`src/rtl/cesd_pkg.sv`:
```
// Shared types, constants and character helpers for the escape sequence decoder.
package cesd_pkg;

  localparam int unsigned LENGTH_BITS = 16;
  localparam int unsigned LEN_OUT_BITS = 16;
  localparam int unsigned MAX_RES = 3;

  localparam logic [LENGTH_BITS-1:0] CNT_MAX = '1;

  localparam logic [7:0] CH_NUL  = 8'h00;
  localparam logic [7:0] CH_BSL  = 8'h5C;
  localparam logic [7:0] CH_LX   = 8'h78;
  localparam logic [7:0] CH_UX   = 8'h58;
  localparam logic [7:0] CH_ZERO = 8'h30;

  typedef enum logic [2:0] {
    PH_IDLE    = 3'd0,
    PH_ESC     = 3'd1,
    PH_OCT1    = 3'd2,
    PH_OCT2    = 3'd3,
    PH_HEX1_LO = 3'd4,
    PH_HEX1_UP = 3'd5,
    PH_HEX2_LO = 3'd6,
    PH_HEX2_UP = 3'd7
  } esc_phase_e;

  typedef struct packed {
    esc_phase_e             phase;
    logic [7:0]             acc;
    logic [7:0]             held;
    logic [LENGTH_BITS-1:0] cnt;
  } esc_state_t;

  typedef struct packed {
    logic [1:0]              n;
    logic [MAX_RES-1:0][7:0] bytes;
    logic                    has_end;
    logic                    cut;
    logic [LEN_OUT_BITS-1:0] len;
  } step_res_t;

  function automatic logic is_dec(logic [7:0] c);
    return (c >= 8'h30) && (c <= 8'h39);
  endfunction

  function automatic logic is_hex(logic [7:0] c);
    return is_dec(c) || ((c >= 8'h61) && (c <= 8'h66)) || ((c >= 8'h41) && (c <= 8'h46));
  endfunction

  function automatic logic [3:0] hex_val(logic [7:0] c);
    logic [7:0] v;
    if (is_dec(c)) begin
      v = c - 8'h30;
    end else if (c >= 8'h61) begin
      v = c - 8'h57;
    end else begin
      v = c - 8'h37;
    end
    return v[3:0];
  endfunction

  // Returns the valid flag in bit 8 and the decoded character below it.
  function automatic logic [8:0] simple_esc(logic [7:0] c);
    logic [8:0] r;
    unique case (c)
      8'h22:   r = {1'b1, 8'h22};
      8'h27:   r = {1'b1, 8'h27};
      8'h3F:   r = {1'b1, 8'h3F};
      8'h5C:   r = {1'b1, 8'h5C};
      8'h61:   r = {1'b1, 8'd7};
      8'h62:   r = {1'b1, 8'd8};
      8'h66:   r = {1'b1, 8'd12};
      8'h6E:   r = {1'b1, 8'd10};
      8'h72:   r = {1'b1, 8'd13};
      8'h74:   r = {1'b1, 8'd9};
      8'h76:   r = {1'b1, 8'd11};
      default: r = '0;
    endcase
    return r;
  endfunction

  function automatic logic [LEN_OUT_BITS-1:0] sat_len(logic [LENGTH_BITS-1:0] c);
    logic [32:0] w;
    w = 33'(c);
    return (w > 33'h0FFFF) ? '1 : w[LEN_OUT_BITS-1:0];
  endfunction

endpackage

```
`src/rtl/cesd_step.sv`:
```
// Combinational decode of one source byte against the current escape state.
module cesd_step (
  input  cesd_pkg::esc_state_t st_i,
  input  logic [7:0]           byte_i,
  output cesd_pkg::esc_state_t st_o,
  output cesd_pkg::step_res_t  res_o
);
  import cesd_pkg::*;

  logic [MAX_RES-1:0][7:0] eb;
  logic [1:0]              e_n;
  logic                    do_end;
  logic                    cut;
  logic                    plain;
  logic [8:0]              se;
  logic [7:0]              oct;
  logic [7:0]              letter;
  logic [LENGTH_BITS:0]    sum;
  logic [LENGTH_BITS-1:0]  cnt_sat;
  esc_phase_e              ph_n;
  logic [7:0]              acc_n;
  logic [7:0]              held_n;

  assign se  = simple_esc(byte_i);
  assign oct = {st_i.acc[4:0], 3'b000} | (byte_i - CH_ZERO);
  assign letter = (st_i.phase == PH_HEX1_LO || st_i.phase == PH_HEX2_LO) ? CH_LX : CH_UX;

  always_comb begin
    eb     = '0;
    e_n    = 2'd0;
    do_end = 1'b0;
    cut    = 1'b0;
    plain  = 1'b0;
    ph_n   = PH_IDLE;
    acc_n  = st_i.acc;
    held_n = st_i.held;
    unique case (st_i.phase)
      PH_IDLE: begin
        plain = 1'b1;
      end
      PH_ESC: begin
        if (is_dec(byte_i)) begin
          acc_n = byte_i - CH_ZERO;
          ph_n  = PH_OCT1;
        end else if (se[8]) begin
          eb[0] = se[7:0];
          e_n   = 2'd1;
        end else if (byte_i == CH_LX) begin
          ph_n = PH_HEX1_LO;
        end else if (byte_i == CH_UX) begin
          ph_n = PH_HEX1_UP;
        end else begin
          plain = 1'b1;
        end
      end
      PH_OCT1: begin
        if (byte_i == CH_NUL) begin
          do_end = 1'b1;
          cut    = 1'b1;
        end else begin
          acc_n = oct;
          ph_n  = PH_OCT2;
        end
      end
      PH_OCT2: begin
        if (byte_i == CH_NUL) begin
          do_end = 1'b1;
          cut    = 1'b1;
        end else begin
          acc_n = oct;
          eb[0] = oct;
          e_n   = 2'd1;
        end
      end
      PH_HEX1_LO, PH_HEX1_UP: begin
        if (is_hex(byte_i)) begin
          held_n = byte_i;
          ph_n   = (st_i.phase == PH_HEX1_LO) ? PH_HEX2_LO : PH_HEX2_UP;
        end else begin
          eb[0] = letter;
          e_n   = 2'd1;
          plain = 1'b1;
        end
      end
      PH_HEX2_LO, PH_HEX2_UP: begin
        if (is_hex(byte_i) && is_hex(st_i.held)) begin
          eb[0] = {hex_val(st_i.held), hex_val(byte_i)};
          e_n   = 2'd1;
        end else if (is_dec(st_i.held)) begin
          eb[0] = st_i.held - CH_ZERO;
          e_n   = 2'd1;
          plain = 1'b1;
        end else begin
          eb[0] = letter;
          eb[1] = st_i.held;
          e_n   = 2'd2;
          plain = 1'b1;
        end
      end
    endcase

    if (plain) begin
      if (byte_i == CH_NUL) begin
        do_end = 1'b1;
      end else if (byte_i == CH_BSL) begin
        ph_n = PH_ESC;
      end else begin
        unique case (e_n)
          2'd0:    eb[0] = byte_i;
          2'd1:    eb[1] = byte_i;
          default: eb[2] = byte_i;
        endcase
        e_n = e_n + 2'd1;
      end
    end

    if (do_end) begin
      ph_n   = PH_IDLE;
      acc_n  = '0;
      held_n = '0;
    end
  end

  assign sum     = {1'b0, st_i.cnt} + (LENGTH_BITS+1)'(e_n);
  assign cnt_sat = (sum > {1'b0, CNT_MAX}) ? CNT_MAX : sum[LENGTH_BITS-1:0];

  assign st_o          = '{phase: ph_n, acc: acc_n, held: held_n,
                           cnt: (do_end ? '0 : cnt_sat)};
  assign res_o.n       = e_n + {1'b0, do_end};
  assign res_o.bytes   = eb;
  assign res_o.has_end = do_end;
  assign res_o.cut     = cut;
  assign res_o.len     = sat_len(cnt_sat);

endmodule

```
`src/rtl/c_escape_sequence_decoder_core.sv`:
```
// Top level of the C string escape decoder: input register, decode step, result buffer.
//
// The input channel carries one source byte per item; a zero byte ends the
// string. The output channel carries decoded bytes, and for each terminator
// one end item with is_end set, the decoded length of the string and the
// escape_cut flag. Each input item causes zero to three output items, and
// last marks the final one caused by that input.
// An accepted byte sits in the input register until the result buffer is free,
// is decoded in one pass and loaded into a three-entry result buffer; its
// results are offered on the output from that buffer. While the output is
// not stalled the buffer drains one item per cycle, so an input that causes
// one result sustains one item per cycle, and an input that causes several
// results holds the next input back until its last result is taken. Inputs
// that cause no result leave the buffer empty.
// While the output is stalled the buffer holds its items and the input
// register fills, after which in_stall_o rises. A new item is taken while
// the last result of the previous one is being handed over.
// Reset clears the escape state and the length count and empties the input
// register and the result buffer; the data they hold is not reset.
module c_escape_sequence_decoder_core (
  input  logic        clk_i,
  input  logic        rst_ni,
  input  logic        in_valid_i,
  output logic        in_stall_o,
  input  logic [7:0]  src_byte_i,
  output logic        out_valid_o,
  input  logic        out_stall_i,
  output logic [7:0]  out_byte_o,
  output logic        is_end_o,
  output logic [15:0] decoded_length_o,
  output logic        escape_cut_o,
  output logic        last_o
);
  import cesd_pkg::*;

  logic                    in_vld_q, in_vld_d;
  logic [7:0]              in_byte_q;
  esc_state_t              st_q, st_d;
  step_res_t               res;
  logic [1:0]              rem_q, rem_d;
  logic [1:0]              hd_q, hd_d;
  logic [MAX_RES-1:0][7:0] byte_q;
  logic                    end_q;
  logic                    cut_q;
  logic [LEN_OUT_BITS-1:0] len_q;
  logic                    in_fire;
  logic                    out_fire;
  logic                    buf_free;
  logic                    consume;

  cesd_step u_step (
    .st_i   (st_q),
    .byte_i (in_byte_q),
    .st_o   (st_d),
    .res_o  (res)
  );

  assign out_valid_o = (rem_q != 2'd0);
  assign out_fire    = out_valid_o && !out_stall_i;
  assign buf_free    = (rem_q == 2'd0) || ((rem_q == 2'd1) && out_fire);
  assign consume     = in_vld_q && buf_free;
  assign in_stall_o  = in_vld_q && !buf_free;
  assign in_fire     = in_valid_i && !in_stall_o;

  always_comb begin
    in_vld_d = in_vld_q;
    if (in_fire) begin
      in_vld_d = 1'b1;
    end else if (consume) begin
      in_vld_d = 1'b0;
    end
  end

  always_comb begin
    rem_d = rem_q;
    hd_d  = hd_q;
    if (consume) begin
      rem_d = res.n;
      hd_d  = 2'd0;
    end else if (out_fire) begin
      rem_d = rem_q - 2'd1;
      hd_d  = hd_q + 2'd1;
    end
  end

  always_ff @(posedge clk_i or negedge rst_ni) begin
    if (!rst_ni) begin
      in_vld_q <= 1'b0;
      st_q     <= '{phase: PH_IDLE, acc: '0, held: '0, cnt: '0};
      rem_q    <= 2'd0;
      hd_q     <= 2'd0;
    end else begin
      in_vld_q <= in_vld_d;
      rem_q    <= rem_d;
      hd_q     <= hd_d;
      if (consume) begin
        st_q <= st_d;
      end
    end
  end

  always_ff @(posedge clk_i) begin
    if (in_fire) begin
      in_byte_q <= src_byte_i;
    end
    if (consume) begin
      byte_q <= res.bytes;
      end_q  <= res.has_end;
      cut_q  <= res.cut;
      len_q  <= res.len;
    end
  end

  always_comb begin
    unique case (hd_q)
      2'd0:    out_byte_o = byte_q[0];
      2'd1:    out_byte_o = byte_q[1];
      default: out_byte_o = byte_q[2];
    endcase
  end

  assign last_o           = (rem_q == 2'd1);
  assign is_end_o         = end_q && last_o;
  assign decoded_length_o = is_end_o ? len_q : '0;
  assign escape_cut_o     = is_end_o && cut_q;

  assert property (@(posedge clk_i) disable iff (!rst_ni)
    out_valid_o |-> (({1'b0, hd_q} + {1'b0, rem_q}) <= 3'd3))
    else $error("result buffer read past its last entry");

  assert property (@(posedge clk_i) disable iff (!rst_ni)
    consume |-> ((rem_q == 2'd0) || out_fire))
    else $error("result buffer overwritten while items remain");

  assert property (@(posedge clk_i) disable iff (!rst_ni)
    (consume && res.has_end) |=> (st_q.cnt == '0 && st_q.phase == PH_IDLE))
    else $error("terminator did not clear the string state");

  assert property (@(posedge clk_i) disable iff (!rst_ni)
    (consume && res.cut) |-> res.has_end)
    else $error("escape cut flagged without an end item");

endmodule
```
`config.mk`:
```
export PLATFORM = sky130hd
export DESIGN_NAME = c_escape_sequence_decoder_core
export DESIGN_NICKNAME = d
export VERILOG_FILES = /design/src/rtl/cesd_pkg.sv /design/src/rtl/cesd_step.sv /design/src/rtl/c_escape_sequence_decoder_core.sv
export SDC_FILE = /design/constraint.sdc
export NUM_CORES = 1
export LEC_CHECK = 0
export ABC_AREA = 0
export BUFFER_PORTS_ARGS = -buffer_cell sky130_fd_sc_hd__buf_2
export CAP_MARGIN = 20
export CORE_MARGIN = 3
export CORE_UTILIZATION = 40
export CTS_BUF_LIST = sky130_fd_sc_hd__clkbuf_2
export CTS_CLUSTER_DIAMETER = 200
export DETAILED_ROUTE_END_ITERATION = 10
export GPL_ROUTABILITY_DRIVEN = 0
export PLACE_DENSITY = 0.68
export REMOVE_ABC_BUFFERS = 1
export SLEW_MARGIN = 15
export SYNTH_ARGS = -nofsm -noshare
export SYNTH_HDL_FRONTEND = slang
export SYNTH_SLANG_ARGS = --single-unit
export TNS_END_PERCENT = 100
```
`constraint.sdc`:
```
create_clock -name clk_i -period 6.7 [get_ports clk_i]
set_input_delay 0.67 -clock clk_i [delete_from_list [all_inputs] [get_ports clk_i]]
set_output_delay 0.67 -clock clk_i [all_outputs]
set_load 0.1 [all_outputs]
```
==> flow_summary.yaml <==
run_status:
  status: "completed"
clock_tree:
  tritoncts: "done"
  cts_made_buffers: 9
  ctsResizeCount: 0
  insertion_delay_ns: 0.55
  cts-htree-levels: 3
  cts_setup_buffers: 0
  clockRootBuffer: "clkbuf_2"
  clkTransAtPathRegs_ns: 0.23
  cts.sinks: 87
  ctsHoldBuffers: 0
  clk_path_buf_depth: 2
detailed_routing:
  postRouteAntennaNets: 0
  wirelength_um: 13500
  vias: 4401
  first_iter_violations: 409
  drt_first_pass_iters: 5
  wl_per_cell_um: 17.8
  via_per_inst: 5.79
  drcViolationCount: 0
layout:
  area_growth_pct: 6.80
  final_layout_size_suffix_gt1_frac: 0.122
  antenna_cells: 0
  nets: 624
timing:
  hold_viol: 0
  max_freq_ghz: 0.159
  slew_headroom: 0.357
  tns_ns: 0
  tightestPinTransition_ns: 0.965
  skew_ns: 0.0183
  post-route-min-period_ns: 6.29
  rsz0062_at_grt: "false"
  setup_viol: 0
  slew_violations: 0
  fin_crit_sh: 0.939
yosys:
  synthAdderAreaFrac: 0.0659
  synthMuxAreaShare: 0.0260
  netlist.area_leader.share: 0.276
  synth-warning-count: 0
  synth_xor_xnor_area_share: 0.0323
  synth.avg_cell_area_um2: 9.63
  synth.area.top_cells: "edfxtp_1 (28%), dfrtp_1 (17%), ha_1 (6.2%), nand2_1 (5.3%), a22o_1 (3.4%)"
  synth_ff_type: "edfxtp_1"
  yosys.area.top_type: "edfxtp_1"
  synth-edff-count: 50
  synth-compound-area-share: 0.178
  synth_top_family_by_area: "simple AND/OR/NAND/NOR gates"
  synthArstFlopShare: 0.425
  synthDistinctLibCells: 76
  synth_simple_gate_area_frac: 0.201
  ys_ff_latch: 87
  ys_seq_area_frac: 0.447
  syn_area_um2: 5430
  syn_inst: 564
power_and_ir_drop:
  swShare: 0.545
  seqPwrFrac: 0.341
  clkPwrFrac: 0.072
  p_int_mw: 1.37
  vdd_drop_max_mv: 0.185
  cellPowerDensity_nw_per_um2: 520
  switchingPower_mw: 1.64
  p_leak_nw: 2.52
  power_frac_comb: 0.587
  power.total_mw: 3.02
hold_path:
  hp-class: "in2async"
floorplan:
  die-area_um2: 15000
  start_util: 0.420
  row_count: 41
  core_um2: 12900
  chipWidth_um: 123
  die_h_um: 123
  ioPinCount: 41
placement:
  dp_hpwl_um: 9630
  portBuffers: 40
critical_path:
  path_max_fanout: 17
  start_kind: "flip-flop"
  critPathArrivalTime_ns: 6.79
  crit_required_ns: 7.20
  path_class: "reg2reg"
  cp-end-kind: "flip-flop"
global_routing:
  grt_pass1_vias: 4172
  grt_usage: 0.183
  grt_max_degree: 55
  grt_pass1_wl_um: 21600
  overflow: 0
  antenna_found_initial: 0
flow_run:
  maxCapViolCount: 0
## stage by stage
step	worst slack, ns	hold slack (ns)	cell area, um2	std cells	util
after CTS	0.581	0.230	5780	759	0.447
after global routing	0.0294	0.235	5800	760	0.449
after global placement	0.925	0.496	5700	744	0.441
after floorplan	1.66	0.374	5280	531	-
after detailed placement	0.682	0.486	5700	744	0.441
final	0.409	0.232	5800	760	0.449
## cell families after synthesis
group	Yosys count
buffers and inverters	65
XOR/XNOR	20
AND/OR/NAND/NOR	216
flip-flops	87
AO/OA/AOI/OAI	134
adder cells (fa/ha/maj)	28
multiplexers	14
## cell usage in the layout, fill, tap and decap left out, drive strengths merged, types with 3 or more instances in the layout
| master | Yosys | final |
|---|---|---|
| o21ai | 21 | 21 |
| and2 | 15 | 15 |
| xnor2 | 12 | 12 |
| nand2 | 77 | 77 |
| xor2 | 8 | 8 |
| and3 | 27 | 27 |
| a22oi | 9 | 9 |
| o31ai | 3 | 3 |
| nand2b | 6 | 6 |
| a22o | 21 | 21 |
| inv | 31 | 31 |
| edfxtp | 50 | 50 |
| buf | 13 | 42 |
| o22ai | 7 | 7 |
| mux2i | 13 | 13 |
| o211ai | 4 | 4 |
| a21o | 5 | 5 |
| a31oi | 7 | 7 |
| nor3 | 7 | 7 |
| dfrtp | 37 | 37 |
| nor2 | 40 | 40 |
| clkinv | 1 | 5 |
| o21a | 3 | 3 |
| clkbuf | 20 | 10 |
| a21oi | 27 | 27 |
| a211oi | 6 | 6 |
| nand3 | 12 | 12 |
| nor4 | 4 | 4 |
| or3 | 4 | 4 |
| ha | 27 | 27 |
| nand4 | 5 | 5 |
| nor2b | 3 | 3 |
## Yosys cell counts (4+ instances only)
library cell,n
nand2b_1,5
mux2i_1,13
inv_1,29
a21o_1,5
buf_2,9
xnor2_1,12
nand3_1,12
and3_1,27
xor2_1,8
o21ai_0,17
a22o_1,21
a211oi_1,6
a31oi_1,6
a22oi_1,9
edfxtp_1,50
a21oi_1,27
clkbuf_1,20
dfrtp_1,37
nor3_1,7
ha_1,27
nand4_1,5
and2_1,15
nand2_1,76
o22ai_1,7
nor2_1,39
or3_1,4
## state kept, by name (all words and copies together) (netlist names)
name / flops
len_q: 16
end_q: 1
hd_q: 2
byte_q: 24
st_q: 32
rem_q: 2
in_byte_q: 8
in_vld_q: 1
cut_q: 1
## worst max-delay path, stage by stage (launching register included)
cell      delay, ns
edfxtp_1       0.62
ha_1           0.39
nand2b_1       0.19
o31ai_1        0.09
o21ai_1        0.73
a32oi_2        0.51
nor3_1         0.63
inv_1          0.15
ha_1           0.34
a21o_1         0.12
and2_1         0.16
inv_1          0.07
fa_1           0.42
and3b_1        0.26
and3_1         0.19
and3_1         0.29
nand2_1        0.10
nor2_1         0.15
nand2_1        0.34
a211oi_1       0.35
a21o_1         0.12
## layout make-up
cell class	count	area [um2]
Sequential cell	87	2430
Clock buffer	10	50.0
Timing Repair Buffer	42	228
Multi-Input combinational cell	412	2730
Inverter	32	120
Tap cell	172	215
Fill cell	1279	7130
Clock inverter	5	26.3
## per-layer routing
metal / vias up / share of wire / track usage
li1: 2076 / - / -
met5: - / 0 / 0
met2: 198 / 0.46 / 0.279
met4: 0 / 0.025 / 0.0658
met1: 2086 / 0.45 / 0.260
met3: 41 / 0.068 / 0.0323
## power by group through the flow
stage | logic [mW] | registers, mW | clock network, mW
after floorplan | 1.40 | 0.974 | 0
after global placement | 1.72 | 1.03 | 0
after detailed placement | 1.75 | 1.04 | 0
after CTS | 1.75 | 1.02 | 0.223
after global routing | 1.91 | 1.05 | 0.247
final | 1.77 | 1.03 | 0.218
## final timing paths
check | from | endpoint | slack, ns | cells after the start
hold / removal | rst_ni | hd_q[0] | 0.23 | 1
max in group asynchronous | rst_ni | st_q[34] | 5.88 | 1
setup / recovery | in_byte_q[4] | st_q[12] | 0.41 | 20
hold reg to reg | st_q[0] | st_q[0] | 0.54 | 1
min in group clk_i | src_byte_i[6] | in_byte_q[6] | 0.28 | 1
setup reg to reg | in_byte_q[4] | st_q[12] | 0.41 | 20
Power figures use the tool's default switching activity.
